File: config.mk
export PLATFORM = sky130hd
export DESIGN_NAME = knn_queue
export DESIGN_NICKNAME = d
export VERILOG_FILES = /design/src/hdl/knn_pkg.sv /design/src/hdl/knn_queue.sv
export SDC_FILE = /design/constraint.sdc
export NUM_CORES = 1
export LEC_CHECK = 0
export ABC_AREA = 1
export BUFFER_PORTS_ARGS = -buffer_cell sky130_fd_sc_hd__buf_2
export CORE_ASPECT_RATIO = 0.5
export CORE_MARGIN = 3
export CORE_UTILIZATION = 27
export CTS_CLUSTER_DIAMETER = 120
export DETAILED_ROUTE_END_ITERATION = 8
export SLEW_MARGIN = 20
export SYNTH_ARGS = -nofsm -noshare
export SYNTH_HDL_FRONTEND = slang
export SYNTH_SLANG_ARGS = --single-unit
export TNS_END_PERCENT = 5
File: constraint.sdc
create_clock -name clk -period 11.3 [get_ports clk]
set_input_delay 1.13 -clock clk [delete_from_list [all_inputs] [get_ports clk]]
set_output_delay 1.13 -clock clk [all_outputs]
set_load 0.02 [all_outputs]
File: src/hdl/knn_pkg.sv
// Shared widths, request codes and queue entry type for the nearest-neighbor search block.
package knn_pkg;

	localparam int DIM_W = 11;
	localparam logic [DIM_W-1:0] DIM_RESET = 11'd128;
	localparam int REQ_W = 2;
	localparam int COMP_W = 16;
	localparam int SQ_W = 32;
	localparam int DIST_W = 48;
	localparam int ID_W = 24;
	localparam int RANK_W = 6;

	localparam logic [REQ_W-1:0] REQ_QUERY = 2'd0;
	localparam logic [REQ_W-1:0] REQ_DB = 2'd1;
	localparam logic [REQ_W-1:0] REQ_FINISH = 2'd2;

	localparam logic [ID_W-1:0] ID_MAX = {ID_W{1'b1}};

	localparam int LIST_DEPTH_DEF = 64;
	localparam int MAX_DIM_DEF = 1024;
	localparam int QUEUE_DEPTH = 8;

	// one command from the front end to the list keeper
	typedef struct packed {
		logic fin;
		logic ovf;
		logic [DIST_W-1:0] sq_dist;
		logic [ID_W-1:0] id;
	} cmd_t;

	// queue read side
	typedef struct packed {
		logic avail;
		cmd_t head;
	} qstat_t;

endpackage

File: src/hdl/knn_queue.sv
// Small command queue between the front end and the list keeper.
module knn_queue #(
	parameter int DEPTH = knn_pkg::QUEUE_DEPTH,
	localparam int PTR_W = (DEPTH > 1) ? $clog2(DEPTH) : 1,
	localparam int QCNT_W = $clog2(DEPTH + 1)
) (
	input logic clk,
	input logic arst_n,
	input logic push,
	input knn_pkg::cmd_t push_cmd,
	input logic pop,
	output knn_pkg::qstat_t stat,
	output logic [QCNT_W-1:0] count
);

	knn_pkg::cmd_t slots [DEPTH];
	logic [PTR_W-1:0] wr_q, rd_q;
	logic [QCNT_W-1:0] cnt_q;
	logic do_pop;

	assign do_pop = pop && (cnt_q != '0);
	assign count = cnt_q;
	assign stat.avail = cnt_q != '0;
	assign stat.head = slots[rd_q];

	always_ff @(posedge clk) begin
		if (push) begin
			slots[wr_q] <= push_cmd;
		end
	end

	always_ff @(posedge clk or negedge arst_n) begin
		if (!arst_n) begin
			wr_q <= '0;
			rd_q <= '0;
			cnt_q <= '0;
		end else begin
			if (push) begin
				wr_q <= (wr_q == PTR_W'(DEPTH - 1)) ? '0 : wr_q + 1'b1;
			end
			if (do_pop) begin
				rd_q <= (rd_q == PTR_W'(DEPTH - 1)) ? '0 : rd_q + 1'b1;
			end
			case ({push, do_pop})
				2'b10: cnt_q <= cnt_q + 1'b1;
				2'b01: cnt_q <= cnt_q - 1'b1;
				default: cnt_q <= cnt_q;
			endcase
		end
	end

endmodule

==> results.sh, run 1 <==
export IMPL_netlist_instances=1900
export IMPL_crit_slowest_cell="dfrtp_4"
export IMPL_synth_warnings=0
export IMPL_ant_nets=0
export IMPL_drive_gt1_share_pct=13.1
export IMPL_worstMarginPinSlew_ns=1.06
export IMPL_synth_commonest_cells="edfxtp_1 (592), nor2_1 (458), nand2_1 (249)"
export IMPL_critPathKind="reg -> out"
export IMPL_power_density_nw_per_um2=262
export IMPL_final_seq_area_um2=18000
export IMPL_grt_total_usage_pct=11.5
export IMPL_holdCritPathClass="in -> async"
export IMPL_r2r_setup_slack_ns=8.50
export IMPL_fmaxAchievable_mhz=196
export IMPL_cp_slowest_stage_delay_ns=0.96
export IMPL_nNetsFinal=2111
export IMPL_clk_latency_ns=0.61
export IMPL_worst_slew_margin_rel_pct=29.3
export IMPL_dp_hpwl_um=27500
export IMPL_final_setup_viol_count=0
export IMPL_design_die_area_um2=91800
export IMPL_start_util_pct=27.4
export IMPL_drc=0
export IMPL_synth_area_leader_cell="edfxtp_1"
export IMPL_drt_initial_drc_count=1022
export IMPL_syn_area_um2=23800
export IMPL_die_height_um=216
export IMPL_cts_buffer_depth=3
export IMPL_pin_count=157
export IMPL_hold_slack_ns=0.373
export IMPL_worst_path_buf_inv=3
export IMPL_fin_crit_sh_pct=45.2
export IMPL_synth_fa_ha_area_share_pct=0.369
export IMPL_grt_max_degree=142
export IMPL_ys_ff_latch=602
export IMPL_synthDistinctLibCells=21
export IMPL_cts_tree="built"
export IMPL_yosys_area_share_simple_pct=11.2
export IMPL_ir_drop_mv=0.162
export IMPL_syn2layout_area_growth_pct=15.6
export IMPL_synth_compound_area_share_pct=9.53
export IMPL_start_kind="flop"
export IMPL_vias_per_cell=4.47
export IMPL_row_count=76
export IMPL_synthXorXnorAreaFrac_pct=0.111
export IMPL_multiInputGateArea_um2=5110
export IMPL_worst_ep_required_time_ns=10.17
export IMPL_yosysMostFrequentCell="edfxtp_1"
export IMPL_grt_pass1_vias=14082
export IMPL_synth_top_cell_area_share_pct=74.8
export IMPL_grt_overflow=0
export IMPL_async_reset_ff_share_pct=1.66
export IMPL_tns_ns=0
export IMPL_ys_flop_type="edfxtp_1"
export IMPL_cp_end_kind="output port"
export IMPL_cts_resized=0
export IMPL_skew_ns=0.0328
export IMPL_root_buffer="clkbuf_16"
export IMPL_synth_area_mux_share_pct=0
export IMPL_vias=14514
export IMPL_rsz0062_at_grt="false"
export IMPL_cellLeakagePower_nw=9.37
export IMPL_ys_seq_area_share_pct=75.9
export IMPL_die_w_um=425
export IMPL_numCtsBuffers=59
export IMPL_wl_um=54400
export IMPL_ctsHtreeMaxLevel=2
export IMPL_outcome="complete, no violations"
export IMPL_synth_edff_count=592
export IMPL_io_buffer_count=156
export IMPL_cts_setup_buffers=0
export IMPL_crit_family="buffers and inverters"
export IMPL_postCtsHoldBufs=0
export IMPL_core_um2=86600
export IMPL_synthesis_nets=1985
export IMPL_synth_top_family_by_area="simple AND/OR/NAND/NOR gates"
export IMPL_synth_area_top_cells="edfxtp_1 (75%), nor2_1 (7.2%), o21ai_0 (4.7%), o21ai_1 (4.7%), nand2_1 (3.9%)"
export IMPL_wl_per_cell_um=16.8
export IMPL_postSynthAreaPerCell_um2=12.5
export IMPL_grt_pass1_wl_um=83500
export IMPL_period_minus_slack_ns=5.11
export IMPL_nFillCells=8563
export IMPL_max_cap_violations=0
export IMPL_worstPathArrival_ns=3.98
export IMPL_gp_congestion=0.742
export IMPL_drtPass1Iterations=5
export IMPL_clk_pin_slew_ns=0.06
export IMPL_crit_fanout=75
export IMPL_hold_viol=0
export IMPL_worstPathCellList="buf_4 -> buf_4 -> nor2_1 -> nor2_1 -> o21ai_0 -> o21ai_1 -> nand2_1 -> nand2_1 -> buf_2"
export IMPL_cts_sinks=602
export IMPL_maxSlewViolCount=0
export IMPL_grt_antenna_before_repair=9
==> layout by cell type, fill, tap and decap left out, drive strengths merged <==
cell type	synthesis	layout
xnor2	2	2
buf	56	179
nand2	249	249
clkinvlp	0	1
edfxtp	592	592
inv	12	12
o21a	1	1
bufinv	0	3
xor2	1	1
dfrtp	10	10
nor2	458	458
clkbuf	58	78
clkinv	0	29
a21oi	1	1
o21ai	450	450
diode	0	4
nand3	3	3
ha	7	7
==> state kept, by name, summed over array words and instances, names as in the netlist <==
name	flops
slots	592
rd_q	3
count	4
wr_q	3
==> layout make-up <==
type                    count  area share (%)
clock inverters            33           0.861
inverters                  12           0.196
well taps                1170            5.33
multi-input cells        1172            18.6
flip-flops and latches    602            65.7
diodes                      4          0.0364
repair buffers            179            3.47
clock buffers              78            5.82
==> worst paths after layout <==
check | from | end | cells past startpoint
max | rd_q[0] | stat[53] | 9
min | arst_n | wr_q[1] | 1
max reg2reg | wr_q[0] | slots[1][30] | 3
min reg2reg | count[0] | count[0] | 1
max in group asynchronous | arst_n | rd_q[1] | 1
min in group clk | count[0] | count[0] | 1
==> through the flow <==
| stage | cell area [um^2] | power [mW] | worst slack, ns | cells | util (%) |
|---|---|---|---|---|---|
| after floorplan | 23800 | 4.65 | 6.44 | 1900 | - |
| after CTS | 27500 | 7.29 | 6.17 | 3246 | 31.7 |
| after detailed placement | 25600 | 5.41 | 6.85 | 3135 | 29.6 |
| after global routing | 27500 | 7.64 | 5.87 | 3250 | 31.7 |
| final | 27500 | 7.18 | 6.19 | 3250 | 31.7 |
| after global placement | 25600 | 5.39 | 6.84 | 3135 | 29.6 |
==> cells by family (layout without fill, tap and decap cells) <==
family                     count (synthesis)  count (layout)
DFF                                      602             602
and+or+nand+nor                          710             710
other                                      0               4
buffers and inverters                    126             302
adders and majority gates                  7               7
AOI/OAI and AO/OA                        452             452
xor gates and xnor gates                   3               3
==> routing by layer <==
layer | vias to the layer above | routed length [um] | track usage (%)
li1 | 6978 | - | -
met4 | 4 | 1370 | 3.56
met5 | - | 37 | 0
met2 | 251 | 27800 | 20.7
met1 | 7191 | 23300 | 14.5
met3 | 90 | 1870 | 1.35
==> report_power, final <==
group	internal [mW]	leakage [nW]	switching, mW
Combinational	0.679	2.98	1.75
Sequential	2.75	5.50	0.146
Clock	1.06	0.898	0.806
Total	4.48	9.37	2.70
Power figures use the tool's default switching activity.
==> inputs of run 2 (changes only) <==
- clock period: 11.3 -> 4.6 ns (I/O delays scaled with it)
==> results.sh, run 2 (synthesis gave the netlist of run 1 again) <==
export IMPL_grt_pass1_wl_um=84800
export IMPL_pin_count=157
export IMPL_holdCritPathClass="in -> reg"
export IMPL_grt_overflow=0
export IMPL_final_setup_viol_count=0
export IMPL_vias_per_cell=4.47
export IMPL_stdcell_count=3251
export IMPL_ir_drop_mv=0.413
export IMPL_worstPathArrival_ns=3.12
export IMPL_cellLeakagePower_nw=9.41
export IMPL_mostFrequentLayoutCell="edfxtp_1"
export IMPL_outcome="complete, no violations"
export IMPL_r2r_setup_slack_ns=2.30
export IMPL_worst_ep_required_time_ns=4.14
export IMPL_clk_pin_slew_ns=0.06
export IMPL_worst_slew_margin_rel_pct=27.7
export IMPL_grt_antenna_before_repair=7
export IMPL_wl_um=55600
export IMPL_nFillCells=8508
export IMPL_root_buffer="clkbuf_16"
export IMPL_die_height_um=216
export IMPL_critPathKind="reg -> out"
export IMPL_wl_per_cell_um=17.1
export IMPL_dp_slack_ns=1.58
export IMPL_max_cap_violations=0
export IMPL_vias=14541
export IMPL_total_power_mw=17.8
export IMPL_hold_slack_ns=0.115
export IMPL_largest_reg_flops=592
export IMPL_grt_pass1_vias=14191
export IMPL_fmaxAchievable_mhz=279
export IMPL_drt_initial_drc_count=1204
export IMPL_fin_crit_sh_pct=77.9
export IMPL_gp_congestion=0.740
export IMPL_ant_nets=0
export IMPL_drive_gt1_share_pct=13.0
export IMPL_setup_slack_ns=1.02
export IMPL_row_count=76
export IMPL_design_die_area_um2=91800
export IMPL_final_cell_mix="edfxtp_1 (592), nor2_1 (450), nand2_1 (249), o21ai_0 (225), o21ai_1 (225)"
export IMPL_drtPass1Iterations=5
export IMPL_cts_tree="built"
export IMPL_skew_ns=0.0154
export IMPL_power_density_nw_per_um2=644
export IMPL_die_w_um=425
export IMPL_tns_ns=0
export IMPL_drc=0
export IMPL_nNetsFinal=2115
export IMPL_numCtsBuffers=59
export IMPL_syn2layout_area_growth_pct=16.1
export IMPL_start_util_pct=27.4
export IMPL_start_kind="flop"
export IMPL_dp_hpwl_um=27900
export IMPL_cts_sinks=602
export IMPL_hold_viol=0
export IMPL_period_minus_slack_ns=3.58
export IMPL_ctsHtreeMaxLevel=2
export IMPL_core_um2=86600
export IMPL_final_cell_area_um2=27600
export IMPL_maxSlewViolCount=0
export IMPL_top_register="slots"
export IMPL_clk_latency_ns=0.61
export IMPL_worstMarginPinSlew_ns=1.08
export IMPL_grt_max_degree=177
export IMPL_crit_fanout=176
export IMPL_dp_cells=3138
export IMPL_cp_end_kind="output port"
export IMPL_io_buffer_count=156
export IMPL_rsz0062_at_grt="false"
export IMPL_grt_total_usage_pct=11.7
export IMPL_finish_utilization_pct=31.8
export IMPL_dpl_instance_area_um2=25700
export IMPL_cts_buffer_depth=3
==> run 2: cell count changes in the layout (fill, tap and decap cells not counted) <==
cell and delta:
clkinv_2 -1, clkbuf_1 +3, dlygate4sd3_1 +1, diode_2 -3
buf_4 -5, clkinvlp_4 -1, clkbuf_8 -2, buf_12 +8
inv_6 +1
==> run 2: what timing repair did <==
item / in CTS / in global routing
resized for setup: 0 / 0
hold endpoints to repair: 10 / 0
hold buffers: 1 / 0
setup buffers: 0 / 0
==> run 2: critical path, cell delays in order (launching register included) <==
cell	delay [ns]
dfrtp_4	0.89
buf_12	0.54
nor2_1	0.11
nor2_1	0.10
o21ai_0	0.09
o21ai_0	0.13
nand2_1	0.08
nand2_1	0.17
buf_2	0.19
==> run 2: final cells by class <==
cell class	instances	area [um^2]	area share, %
Sequential cell	602	18000	65.4
Multi-Input combinational cell	1172	5110	18.5
Clock buffer	79	1580	5.74
Tap cell	1170	1460	5.31
Timing Repair Buffer	183	1090	3.94
Clock inverter	32	233	0.844
Inverter	12	53.8	0.195
Antenna cell	1	2.50	0.00908
==> run 2: path summary, 6_finish.rpt <==
check | endpoint | startpoint | depth (start not counted)
max reg2reg | slots[6][52] | wr_q[0] | 4
min in group asynchronous | wr_q[0] | arst_n | 2
min reg2reg | count[3] | count[3] | 2
max | stat[8] | rd_q[0] | 8
min | slots[1][35] | push_cmd[35] | 1
max in group asynchronous | rd_q[0] | arst_n | 2
==> run 2: layer usage <==
layer	track usage (%)	part of all wire [%]
met1	14.8	43
met2	20.8	51
met3	1.41	3.7
met4	4.11	2.9
met5	0	0
==> run 2: power breakdown <==
group,switching [mW],total (mW),internal (mW)
clock network,1.99,4.57,2.57
logic,4.34,6.08,1.74
registers,0.367,7.11,6.74
==> inputs of run 3 (changes only) <==
- ABC_AREA: 1 -> 0
- clock period: 4.6 -> 3.31 ns (I/O delays scaled with it)
==> results.sh, run 3 <==
export IMPL_synth_edff_count=592
export IMPL_hold_viol=0
export IMPL_power_density_nw_per_um2=867
export IMPL_top_register="slots"
export IMPL_drive_gt1_share_pct=40.3
export IMPL_root_buffer="clkbuf_16"
export IMPL_dp_slack_ns=0.633
export IMPL_yosysMostFrequentCell="edfxtp_1"
export IMPL_synthDistinctLibCells=29
export IMPL_ant_nets=0
export IMPL_ys_ff_latch=602
export IMPL_synth_top_cell_area_share_pct=77.8
export IMPL_setup_slack_ns=0.188
export IMPL_netlist_instances=918
export IMPL_period_minus_slack_ns=3.12
export IMPL_rsz0062_at_grt="false"
export IMPL_cp_end_kind="output port"
export IMPL_die_height_um=212
export IMPL_grt_pass1_vias=10912
export IMPL_nNetsFinal=1276
export IMPL_maxSlewViolCount=0
export IMPL_final_setup_viol_count=0
export IMPL_cts_buffer_depth=3
export IMPL_p_comb_share_pct=32.0
export IMPL_grt_max_degree=75
export IMPL_n_antenna_cell=0
export IMPL_gp_congestion=0.694
export IMPL_synth_warnings=0
export IMPL_holdCritPathClass="in -> reg"
export IMPL_r2r_cells=7
export IMPL_ir_drop_mv=0.377
export IMPL_worstHoldPathCells=1
export IMPL_synth_area_top_cells="edfxtp_1 (78%), mux4_2 (15%), mux2_2 (3.9%), dfrtp_1 (1.1%), buf_6 (0.54%)"
export IMPL_skew_ns=0.00933
export IMPL_async_reset_ff_share_pct=1.66
export IMPL_outcome="complete, no violations"
export IMPL_row_count=74
export IMPL_io_buffer_count=156
export IMPL_synth_commonest_cells="edfxtp_1 (592), mux4_2 (148), mux2_2 (79)"
export IMPL_core_um2=82700
export IMPL_worstMarginPinSlew_ns=0.865
export IMPL_final_cell_area_um2=27700
export IMPL_worstPathArrival_ns=2.79
export IMPL_design_die_area_um2=88300
export IMPL_met1_usage_pct=12.9
export IMPL_cts_sinks=602
export IMPL_whs_endpoint="slots[0][19]"
export IMPL_grt_antenna_before_repair=1
export IMPL_max_cap_violations=0
export IMPL_drt_initial_drc_count=671
export IMPL_grt_pass1_wl_um=70300
export IMPL_ctsHtreeMaxLevel=2
export IMPL_dp_hpwl_um=24700
export IMPL_tns_ns=0
export IMPL_r2r_end="count[3]"
export IMPL_top_usage_layer="met2"
export IMPL_reg2reg_from="count[0]"
export IMPL_mostFrequentLayoutCell="edfxtp_1"
export IMPL_cellLeakagePower_nw=8.88
export IMPL_vias=10198
export IMPL_dp_cells=2160
export IMPL_dpl_instance_area_um2=25300
export IMPL_wl_per_cell_um=19.9
export IMPL_crit_fanout=26
export IMPL_fin_crit_sh_pct=94.3
export IMPL_gr_usage_met3_pct=1.63
export IMPL_min_from="push_cmd[19]"
export IMPL_grt_use_met2_pct=19.0
export IMPL_p_clk_share_pct=25.8
export IMPL_largest_reg_flops=592
export IMPL_start_util_pct=27.6
export IMPL_drc=0
export IMPL_critPathKind="reg -> out"
export IMPL_swShare_pct=30.7
export IMPL_synthesis_nets=1003
export IMPL_start_kind="flop"
export IMPL_grt_overflow=0
export IMPL_pin_count=157
export IMPL_synth_area_leader_cell="edfxtp_1"
export IMPL_worst_ep_required_time_ns=2.98
export IMPL_ys_seq_area_share_pct=78.9
export IMPL_die_w_um=417
export IMPL_numCtsBuffers=57
export IMPL_worstSetupStartpoint="rd_q[0]"
export IMPL_drtPass1Iterations=4
export IMPL_grt_total_usage_pct=10.4
export IMPL_syn_area_um2=22800
export IMPL_p_seq_share_pct=42.3
export IMPL_postSynthAreaPerCell_um2=24.9
export IMPL_stdcell_count=2336
export IMPL_syn2layout_area_growth_pct=21.5
export IMPL_wl_um=46400
export IMPL_r2r_setup_slack_ns=0.65
export IMPL_fmaxAchievable_mhz=320
export IMPL_total_power_mw=24.1
export IMPL_power_switching_mw=7.39
export IMPL_clk_pin_slew_ns=0.06
export IMPL_clk_latency_ns=0.59
export IMPL_p_int_mw=16.7
export IMPL_final_cell_mix="edfxtp_1 (592), buf_2 (156), mux4_2 (148), mux2_2 (79), dlygate4sd3_1 (74)"
export IMPL_ys_flop_type="edfxtp_1"
export IMPL_cts_tree="built"
export IMPL_vias_per_cell=4.37
export IMPL_worst_slew_margin_rel_pct=42.3
## run 3: how the worst max path moves through the flow
stage / to / slack, ns / cells after the start
4_1_cts: stat[24] / 0.07 / 4
5_1_grt: stat[24] / 0.004 / 4
2_1_floorplan: slots[4][0] / -0.91 / 2
6_report: stat[24] / 0.19 / 4
3_3_place_gp: count[3] / 0.69 / 7
3_5_place_dp: count[3] / 0.63 / 7
## run 3: power by group through the flow
stage               combinational [mW]  clock [mW]  sequential, mW
floorplan                         5.53           0            10.1
global placement                  7.82           0            10.3
finish                            7.69        6.20            10.2
detailed placement                7.83           0            10.3
CTS                               7.94        6.38            10.2
global route                      8.20        6.68            10.3
## run 3: repair_timing
action,4_1_cts,5_1_grt
gates resized for setup,0,0
buffers inserted,0,0
hold buffers,74,0
endpoints found under the hold margin,592,0
## run 3: per-stage QoR
stage / hold slack, ns / util [%]
3_5_place_dp: 0.214 / 30.5
6_report: 0.0433 / 33.6
4_1_cts: 0.00489 / 33.6
2_1_floorplan: 0.0354 / -
5_1_grt: 0.0233 / 33.6
3_3_place_gp: 0.217 / 30.5
## run 3: cell type report
class	instances	area [um^2]
inverters	4	15.0
repair buffers	257	1960
multi-input cells	269	4600
fillers	7682	54900
well taps	1102	1380
flip-flops and latches	602	18000
clock inverters	30	263
clock buffers	72	1480
## run 3: cells by family (layout without fill, tap and decap cells)
| group | Yosys count | count (layout) | synth area share, % |
|---|---|---|---|
| mux | 230 | 230 | 18.6 |
| simple gates | 23 | 23 | 0.531 |
| flops | 602 | 602 | 78.9 |
| fa+ha+maj | 7 | 7 | 0.383 |
| buf+inv | 47 | 363 | 1.21 |
| xor+xnor | 3 | 3 | 0.115 |
| compound gates | 6 | 6 | 0.203 |
## run 3: worst max-delay path, stage by stage, from the launching register on
cell     delay, ns
dfrtp_4       0.78
buf_4         0.37
mux4_2        0.54
mux2_2        0.31
buf_2         0.18
## run 3: per-layer routing
metal	vias up	wire, um
li1	4481	-
met1	5469	18700
met2	181	24700
met3	65	1990
met4	2	1010
met5	-	13
